===== config.mk =====
export PLATFORM = sky130hd
export DESIGN_NAME = tlv_message_deframer_core
export DESIGN_NICKNAME = d
export VERILOG_FILES = /design/src/rtl/tlvd_pkg.sv /design/src/rtl/tlvd_cell.sv /design/src/rtl/tlvd_table.sv /design/src/rtl/tlvd_outbuf.sv /design/src/rtl/tlv_message_deframer_core.sv
export SDC_FILE = /design/constraint.sdc
export NUM_CORES = 2
export LEC_CHECK = 0
export BUFFER_PORTS_ARGS = -buffer_cell sky130_fd_sc_hd__buf_4
export CAP_MARGIN = 20
export CORE_ASPECT_RATIO = 1.2
export CORE_MARGIN = 2
export CORE_UTILIZATION = 35
export CTS_BUF_LIST = sky130_fd_sc_hd__clkbuf_2 sky130_fd_sc_hd__clkbuf_4 sky130_fd_sc_hd__clkbuf_8
export CTS_CLUSTER_DIAMETER = 100
export DETAILED_ROUTE_END_ITERATION = 16
export SLEW_MARGIN = 20
export SYNTH_ARGS = -nofsm -noshare
export SYNTH_HDL_FRONTEND = slang
export SYNTH_SLANG_ARGS = --single-unit

===== constraint.sdc =====
create_clock -name clk -period 43.9 [get_ports clk]
set_clock_uncertainty 0.15 [all_clocks]
set_input_delay 10.975 -clock clk [delete_from_list [all_inputs] [get_ports clk]]
set_output_delay 10.975 -clock clk [all_outputs]
set_load 0.005 [all_outputs]

===== src/rtl/tlvd_pkg.sv =====
package tlvd_pkg;

  localparam int TLVD_TABLE_ENTRIES = 16;
  localparam int TLVD_MAX_FIELDS    = 16;

  localparam logic [2:0] HDR_BYTES = 3'd5;

  localparam logic [1:0] ACT_BYTE    = 2'd0;
  localparam logic [1:0] ACT_WRITE   = 2'd1;
  localparam logic [1:0] ACT_RESTART = 2'd2;

  localparam logic [1:0] KIND_FIELD    = 2'd0;
  localparam logic [1:0] KIND_END      = 2'd1;
  localparam logic [1:0] KIND_UNKNOWN  = 2'd2;
  localparam logic [1:0] KIND_MISMATCH = 2'd3;

  typedef struct packed {
    logic        en;
    logic [3:0]  index;
    logic [15:0] id;
    logic [23:0] length;
    logic [4:0]  field_total;
    logic [31:0] formats;
    logic        enable;
  } tbl_write_t;

  // match part runs lowest slot first; read part ORs in the selected slot
  typedef struct packed {
    logic        found;
    logic        len_eq;
    logic [31:0] formats;
    logic [4:0]  field_total;
  } cell_link_t;

  typedef struct packed {
    logic [1:0]  kind;
    logic [15:0] message_id;
    logic [3:0]  slot;
    logic [3:0]  field_index;
    logic [1:0]  field_width;
    logic [63:0] field_value;
    logic        last;
    logic [23:0] length_seen;
  } result_t;

endpackage


===== src/rtl/tlvd_cell.sv =====
module tlvd_cell import tlvd_pkg::*; #(
  parameter int INDEX  = 0,
  parameter int SLOT_W = 4
) (
  input  logic              clk,
  input  logic              rst,
  input  tbl_write_t        wr,
  input  logic [15:0]       key_id,
  input  logic [23:0]       key_len,
  input  logic [SLOT_W-1:0] rd_slot,
  input  cell_link_t        link_in,
  input  logic [SLOT_W-1:0] slot_in,
  output cell_link_t        link_out,
  output logic [SLOT_W-1:0] slot_out
);

  logic        valid;
  logic [15:0] id;
  logic [23:0] length;
  logic [31:0] formats;
  logic [4:0]  field_total;

  logic wr_hit;
  logic win;
  logic sel;

  assign wr_hit = wr.en && (32'(wr.index) == INDEX);

  always_ff @(posedge clk) begin
    if (rst) begin
      valid <= 1'b0;
    end else if (wr_hit) begin
      valid <= wr.enable;
    end
  end

  always_ff @(posedge clk) begin
    if (wr_hit) begin
      id          <= wr.id;
      length      <= wr.length;
      formats     <= wr.formats;
      field_total <= wr.field_total;
    end
  end

  assign win = valid && (id == key_id) && !link_in.found;
  assign sel = (rd_slot == SLOT_W'(INDEX));

  always_comb begin
    link_out = link_in;
    if (win) begin
      link_out.found  = 1'b1;
      link_out.len_eq = (length == key_len);
    end
    if (sel) begin
      link_out.formats     = link_in.formats | formats;
      link_out.field_total = link_in.field_total | field_total;
    end
  end

  assign slot_out = win ? SLOT_W'(INDEX) : slot_in;

endmodule


===== src/rtl/tlvd_table.sv =====
module tlvd_table import tlvd_pkg::*; #(
  parameter int TABLE_ENTRIES = TLVD_TABLE_ENTRIES,
  parameter int SLOT_W        = 4
) (
  input  logic              clk,
  input  logic              rst,
  input  tbl_write_t        wr,
  input  logic [15:0]       key_id,
  input  logic [23:0]       key_len,
  input  logic [SLOT_W-1:0] rd_slot,
  output logic              hit_found,
  output logic              hit_len_eq,
  output logic [SLOT_W-1:0] hit_slot,
  output logic [31:0]       rd_formats,
  output logic [4:0]        rd_field_total
);

  cell_link_t        link [TABLE_ENTRIES+1];
  logic [SLOT_W-1:0] slot_c [TABLE_ENTRIES+1];

  assign link[0]   = '0;
  assign slot_c[0] = '0;

  for (genvar i = 0; i < TABLE_ENTRIES; i++) begin : g_cell
    tlvd_cell #(
      .INDEX  (i),
      .SLOT_W (SLOT_W)
    ) u_cell (
      .clk      (clk),
      .rst      (rst),
      .wr       (wr),
      .key_id   (key_id),
      .key_len  (key_len),
      .rd_slot  (rd_slot),
      .link_in  (link[i]),
      .slot_in  (slot_c[i]),
      .link_out (link[i+1]),
      .slot_out (slot_c[i+1])
    );
  end

  assign hit_found      = link[TABLE_ENTRIES].found;
  assign hit_len_eq     = link[TABLE_ENTRIES].len_eq;
  assign hit_slot       = slot_c[TABLE_ENTRIES];
  assign rd_formats     = link[TABLE_ENTRIES].formats;
  assign rd_field_total = link[TABLE_ENTRIES].field_total;

endmodule


===== src/rtl/tlvd_outbuf.sv =====
module tlvd_outbuf import tlvd_pkg::*; (
  input  logic    clk,
  input  logic    rst,
  input  logic    res_valid,
  input  result_t res,
  output logic    space,
  output logic    out_valid,
  input  logic    out_ready,
  output result_t out_data
);

  logic    skid_valid;
  result_t skid;
  logic    load;

  assign space = !skid_valid;
  assign load  = !out_valid || out_ready;

  always_ff @(posedge clk) begin
    if (rst) begin
      out_valid  <= 1'b0;
      skid_valid <= 1'b0;
    end else if (load) begin
      // skid drains first; new results only arrive while it is empty
      out_valid  <= skid_valid || res_valid;
      skid_valid <= 1'b0;
    end else if (res_valid) begin
      skid_valid <= 1'b1;
    end
  end

  always_ff @(posedge clk) begin
    if (load) begin
      out_data <= skid_valid ? skid : res;
    end else if (res_valid) begin
      skid <= res;
    end
  end

endmodule


===== src/rtl/tlv_message_deframer_core.sv =====
// channel | handshake           | payload
// in      | in_valid / in_ready | action, data_byte, entry_index, entry_id, entry_length,
//         |                     | entry_field_total, entry_formats, entry_enable
// out     | out_valid/out_ready | kind, message_id, slot, field_index, field_width,
//         |                     | field_value, last, length_seen
//
// One transfer per cycle on the input while the skid is empty; results are registered.
// The id match is a priority chain through the row of table cells within that cycle.
// A two-entry output stage (register plus skid) keeps the input open while a result waits.
// Synchronous active-high reset clears the message state and all table valid bits.
module tlv_message_deframer_core import tlvd_pkg::*; #(
  parameter int TABLE_ENTRIES = TLVD_TABLE_ENTRIES,
  parameter int MAX_FIELDS    = TLVD_MAX_FIELDS
) (
  input  logic        clk,
  input  logic        rst,
  input  logic        in_valid,
  output logic        in_ready,
  input  logic [1:0]  action,
  input  logic [7:0]  data_byte,
  input  logic [3:0]  entry_index,
  input  logic [15:0] entry_id,
  input  logic [23:0] entry_length,
  input  logic [4:0]  entry_field_total,
  input  logic [31:0] entry_formats,
  input  logic        entry_enable,
  output logic        out_valid,
  input  logic        out_ready,
  output logic [1:0]  kind,
  output logic [15:0] message_id,
  output logic [3:0]  slot,
  output logic [3:0]  field_index,
  output logic [1:0]  field_width,
  output logic [63:0] field_value,
  output logic        last,
  output logic [23:0] length_seen
);

  localparam int SLOT_W = (TABLE_ENTRIES > 1) ? $clog2(TABLE_ENTRIES) : 1;

  logic [2:0]        hdr_count, hdr_count_next;
  logic [15:0]       hdr_id, hdr_id_next;
  logic [23:0]       hdr_len, hdr_len_next;
  logic [23:0]       remaining, remaining_next;
  logic [SLOT_W-1:0] active_slot, active_slot_next;
  logic              discard, discard_next;
  logic [4:0]        field_cursor, field_cursor_next;
  logic [2:0]        byte_cursor, byte_cursor_next;
  logic [63:0]       acc, acc_next;

  logic              fire;
  tbl_write_t        wr;
  logic [23:0]       key_len;
  logic              hit_found;
  logic              hit_len_eq;
  logic [SLOT_W-1:0] hit_slot;
  logic [31:0]       rd_formats;
  logic [4:0]        rd_field_total;
  logic [4:0]        total_lim;
  logic [1:0]        code;
  logic [3:0]        nbytes;
  logic [3:0]        byte_inc;
  logic [63:0]       acc_sh;
  logic [23:0]       rem_dec;
  logic              is_last;
  logic [SLOT_W+3:0] hit_slot_ext;
  logic [SLOT_W+3:0] active_slot_ext;
  logic              res_valid;
  result_t           res;
  result_t           out_data;
  logic              space;

  assign fire    = in_valid && in_ready;
  assign in_ready = space;
  assign key_len = {hdr_len[15:0], data_byte};

  always_comb begin
    wr             = '0;
    wr.en          = fire && (action == ACT_WRITE);
    wr.index       = entry_index;
    wr.id          = entry_id;
    wr.length      = entry_length;
    wr.field_total = entry_field_total;
    wr.formats     = entry_formats;
    wr.enable      = entry_enable;
  end

  tlvd_table #(
    .TABLE_ENTRIES (TABLE_ENTRIES),
    .SLOT_W        (SLOT_W)
  ) u_table (
    .clk            (clk),
    .rst            (rst),
    .wr             (wr),
    .key_id         (hdr_id),
    .key_len        (key_len),
    .rd_slot        (active_slot),
    .hit_found      (hit_found),
    .hit_len_eq     (hit_len_eq),
    .hit_slot       (hit_slot),
    .rd_formats     (rd_formats),
    .rd_field_total (rd_field_total)
  );

  assign total_lim = (rd_field_total > 5'(MAX_FIELDS)) ? 5'(MAX_FIELDS) : rd_field_total;
  assign code      = rd_formats[{field_cursor[3:0], 1'b0} +: 2];
  assign nbytes    = 4'd1 << code;
  assign byte_inc  = {1'b0, byte_cursor} + 4'd1;
  assign acc_sh    = {acc[55:0], data_byte};
  assign rem_dec   = remaining - 24'd1;
  assign is_last   = (rem_dec == 24'd0);

  assign hit_slot_ext    = {4'b0, hit_slot};
  assign active_slot_ext = {4'b0, active_slot};

  always_comb begin
    hdr_count_next    = hdr_count;
    hdr_id_next       = hdr_id;
    hdr_len_next      = hdr_len;
    remaining_next    = remaining;
    active_slot_next  = active_slot;
    discard_next      = discard;
    field_cursor_next = field_cursor;
    byte_cursor_next  = byte_cursor;
    acc_next          = acc;
    res_valid         = 1'b0;
    res               = '0;
    res.message_id    = hdr_id;
    res.length_seen   = hdr_len;

    if (fire) begin
      unique case (action)
        ACT_BYTE: begin
          if (hdr_count < HDR_BYTES) begin
            hdr_count_next = hdr_count + 3'd1;
            if (hdr_count < 3'd2) begin
              hdr_id_next = {hdr_id[7:0], data_byte};
            end else begin
              hdr_len_next = key_len;
            end
            if (hdr_count == HDR_BYTES - 3'd1) begin
              active_slot_next  = hit_slot;
              remaining_next    = key_len;
              field_cursor_next = '0;
              byte_cursor_next  = '0;
              acc_next          = '0;
              res.length_seen   = key_len;
              res.slot          = hit_slot_ext[3:0];
              if (!hit_found || !hit_len_eq) begin
                // report once, then count the payload through
                discard_next = 1'b1;
                res_valid    = 1'b1;
                res.kind     = hit_found ? KIND_MISMATCH : KIND_UNKNOWN;
                if (key_len == 24'd0) begin
                  hdr_count_next = '0;
                  discard_next   = 1'b0;
                end
              end else begin
                discard_next = 1'b0;
                if (key_len == 24'd0) begin
                  hdr_count_next = '0;
                  res_valid      = 1'b1;
                  res.kind       = KIND_END;
                  res.last       = 1'b1;
                end
              end
            end
          end else begin
            remaining_next = rem_dec;
            res.slot       = active_slot_ext[3:0];
            if (is_last) begin
              hdr_count_next = '0;
            end
            if (discard) begin
              if (is_last) begin
                discard_next = 1'b0;
              end
            end else begin
              if (field_cursor < total_lim) begin
                if (byte_inc >= nbytes) begin
                  res_valid         = 1'b1;
                  res.kind          = KIND_FIELD;
                  res.field_index   = field_cursor[3:0];
                  res.field_width   = code;
                  res.field_value   = acc_sh;
                  res.last          = is_last;
                  field_cursor_next = field_cursor + 5'd1;
                  byte_cursor_next  = '0;
                  acc_next          = '0;
                end else begin
                  acc_next         = acc_sh;
                  byte_cursor_next = byte_inc[2:0];
                end
              end
              // final byte with no finished field: mark the end alone
              if (!res_valid && is_last) begin
                res_valid = 1'b1;
                res.kind  = KIND_END;
                res.last  = 1'b1;
              end
            end
          end
        end
        ACT_RESTART: begin
          hdr_count_next    = '0;
          hdr_id_next       = '0;
          hdr_len_next      = '0;
          remaining_next    = '0;
          active_slot_next  = '0;
          discard_next      = 1'b0;
          field_cursor_next = '0;
          byte_cursor_next  = '0;
          acc_next          = '0;
        end
        default: begin
        end
      endcase
    end
  end

  always_ff @(posedge clk) begin
    if (rst) begin
      hdr_count    <= '0;
      hdr_id       <= '0;
      hdr_len      <= '0;
      remaining    <= '0;
      active_slot  <= '0;
      discard      <= 1'b0;
      field_cursor <= '0;
      byte_cursor  <= '0;
      acc          <= '0;
    end else begin
      hdr_count    <= hdr_count_next;
      hdr_id       <= hdr_id_next;
      hdr_len      <= hdr_len_next;
      remaining    <= remaining_next;
      active_slot  <= active_slot_next;
      discard      <= discard_next;
      field_cursor <= field_cursor_next;
      byte_cursor  <= byte_cursor_next;
      acc          <= acc_next;
    end
  end

  tlvd_outbuf u_outbuf (
    .clk       (clk),
    .rst       (rst),
    .res_valid (res_valid),
    .res       (res),
    .space     (space),
    .out_valid (out_valid),
    .out_ready (out_ready),
    .out_data  (out_data)
  );

  assign kind        = out_data.kind;
  assign message_id  = out_data.message_id;
  assign slot        = out_data.slot;
  assign field_index = out_data.field_index;
  assign field_width = out_data.field_width;
  assign field_value = out_data.field_value;
  assign last        = out_data.last;
  assign length_seen = out_data.length_seen;

endmodule


==> reports/metrics.yaml <==
timing:
  whs_ns: 0.297
  timing.final.crit_share: 0.331
  finalSetupTns_ns: 0
  maxSlewHeadroom: 0.236
  min_period_ns: 14.53
  setup_viol: 0
  setup_slack_ns: 29.37
  maxSlewViolCount: 0
  rsz0062_at_grt: "no"
  hold_violations: 0
  tightestPinTransition_ns: 1.14
  timing.fmax_ghz: 0.0688
floorplanning:
  std_cell_rows: 174
  dieArea_um2: 192000
  initial_core_util: 0.352
  pin_count: 215
  die_x_um: 400
  fp.dieH_um: 480
  core_area_um2: 187000
logic_synthesis:
  netlist_area_um2: 66000
  avgSynthCellArea_um2: 14.7
  synth_top_cells_by_area: "edfxtp_1, xnor2_1, dfxtp_1, xor2_1, a22oi_1"
  yosysUniqueCellTypes: 83
  syn_inst: 4499
  ys_seq_area_frac: 0.714
  async_reset_ff_frac: 0
  synth_nets: 4609
  synth_top_area_frac: 0.667
  synth_seq_cells: 1620
  synth_edf_count: 1466
  ys.flop_type: "edfxtp_1"
  yosys_warnings: 0
  yosysTopAreaCell: "edfxtp_1"
power:
  vdd_ir_drop_max_uv: 30.2
  p_total_mw: 3.09
  p_per_area_nw_per_um2: 40.7
  leakagePower_nw: 25.7
place:
  finalWeightedCongestion: 0.876
  placed_area_um2: 70700
  portBuffers: 214
  hpwl_um: 112000
  dp_cells: 7010
  preCtsSetupSlack_ns: 28.42
finish:
  nFillCells: 17235
  drive_gt1_frac: 0.176
  design_area_um2: 75900
  stdcell_count: 7478
  layout_common_cells: "edfxtp_1, xnor2_1, buf_4"
  final-seq-area_um2: 47100
  fin_util: 0.405
  final_common_cell: "edfxtp_1"
  area_growth_pct: 15.0
  fin_nets: 4943
  multiInputGateArea_um2: 18000
detailed_routing:
  drcViolationCount: 0
  drt-initial-drc-count: 4175
  viasPerCell: 5.53
  detail-route-antenna-nets: 0
  routed_wl_um: 203000
  wl_per_cell_um: 27.1
  first_pass_iters: 6
  vias: 41333
critical_path:
  cp-end-kind: "register"
  critPathLaunchType: "primary input"
  cp_max_fo: 70
  cp_data_required_time_ns: 44.34
  worstSetupPathType: "in2reg"
  arrival_ns: 14.97
global_routing:
  grt_pass1_vias: 40404
  gr-total-overflow: 0
  grt_max_degree: 85
  antenna_found_initial: 17
  grt_first_pass_wirelength_um: 286000
  track_usage: 0.205
clocking:
  hold_buffers: 0
  h-tree-depth: 5
  cts_tree: "done"
  cts_buffers: 283
  clk_pin_slew_ns: 0.06
  post_cts_buffers: 0
  cts_sinks: 1620
  cts_resized: 0
  clock_latency_ns: 1.04
  cts_root_buf: "clkbuf_8"
  cts_max_path_buffers: 4
flow_run:
  maxCapViolCount: 0
run_status:
  run_status: "finished, final reports clean"
worst_hold_path:
  hp-class: "reg2reg"
## kinds of logic (layout without fill, tap and decap cells)
group           after synthesis  count (layout)  synth area share
fa+ha+maj                    14              14           0.00265
flops                      1620            1620             0.714
xor+xnor                    654             654            0.0868
buf+inv                     295             806            0.0189
mux                          67              67            0.0116
simple gates               1142            1142            0.0932
other cells                   0               4                 0
compound gates              707             707            0.0731
## cells in the mapped netlist (all sizes together) (6+ instances only)
cell type and n:
a2111oi 7, a211oi 15, a21o 80, a21oi 199
a221oi 21, a222oi 20, a22o 27, a22oi 197
a311oi 6, and2 73, and3 12, and4b 8
buf 99, clkbuf 178, dfxtp 154, edfxtp 1466
ha 14, inv 17, mux2 48, mux2i 16
nand2 288, nand2b 26, nand3 153, nand3b 15
nand4 154, nand4b 9, nor2 136, nor2b 8
nor3 41, nor3b 13, nor4 123, nor4b 12
o2111ai 10, o211ai 9, o21a 7, o21ai 71
o22ai 7, or2 7, or3 10, or4 29
or4b 8, xnor2 373, xor2 281
## where the power goes
part           leakage, nW  switching (mW)  internal [mW]
registers             15.0         0.00431           1.69
clock network         2.75           0.591          0.708
logic                 7.90          0.0727         0.0256
## worst paths after layout
| kind | slack, ns | to | start | cells after the start |
|---|---|---|---|---|
| setup reg to reg | 36.36 | u_outbuf.skid[1]$_DFFE_PP_ | active_slot[1]$_SDFFE_PP0P_ | 23 |
| hold / removal | 0.30 | acc[50]$_SDFFE_PP0P_ | acc[50]$_SDFFE_PP0P_ | 2 |
| setup / recovery | 29.37 | u_outbuf.skid[1]$_DFFE_PP_ | data_byte[5] | 12 |
| hold reg to reg | 0.30 | acc[50]$_SDFFE_PP0P_ | acc[50]$_SDFFE_PP0P_ | 2 |
## worst max-delay path: stages
cell and delay [ns]:
buf_4 0.46, xor2_1 0.14, nor4_1 0.32, nand4_1 0.12, nor3_1 0.79, nand2_1 0.12, a31o_1 0.32, o2bb2ai_1 0.25
a2111oi_2 0.45, nor4_2 0.09, buf_4 0.35, buf_4 0.49
## area by class of cell
type	count	area share
Timing Repair Buffer	326	0.0329
Tap cell	2464	0.0406
Clock inverter	62	0.00373
Sequential cell	1620	0.621
Inverter	18	0.000890
Antenna cell	4	0.000132
Multi-Input combinational cell	2584	0.237
Clock buffer	400	0.0642
## state kept, by name (all words and copies together), names as in the netlist, 56 cells and up
name	cells
u_table.g_cell.u_cell.field_total	80
u_outbuf.skid	117
acc	56
u_outbuf.out_data	117
u_table.g_cell.u_cell.length	384
u_table.g_cell.u_cell.id	256
u_table.g_cell.u_cell.formats	512
## per-layer routing
layer  part of all wire  wire length (um)  up-vias  global-route usage
met4              0.038              7650       24              0.0787
met2               0.48             96500     2095               0.339
met3              0.090             18300      445              0.0465
met5            0.00073               149        -                   0
li1                   -                 -    17811                   -
met1               0.40             80200    20958               0.262
Power figures use the tool's default switching activity.
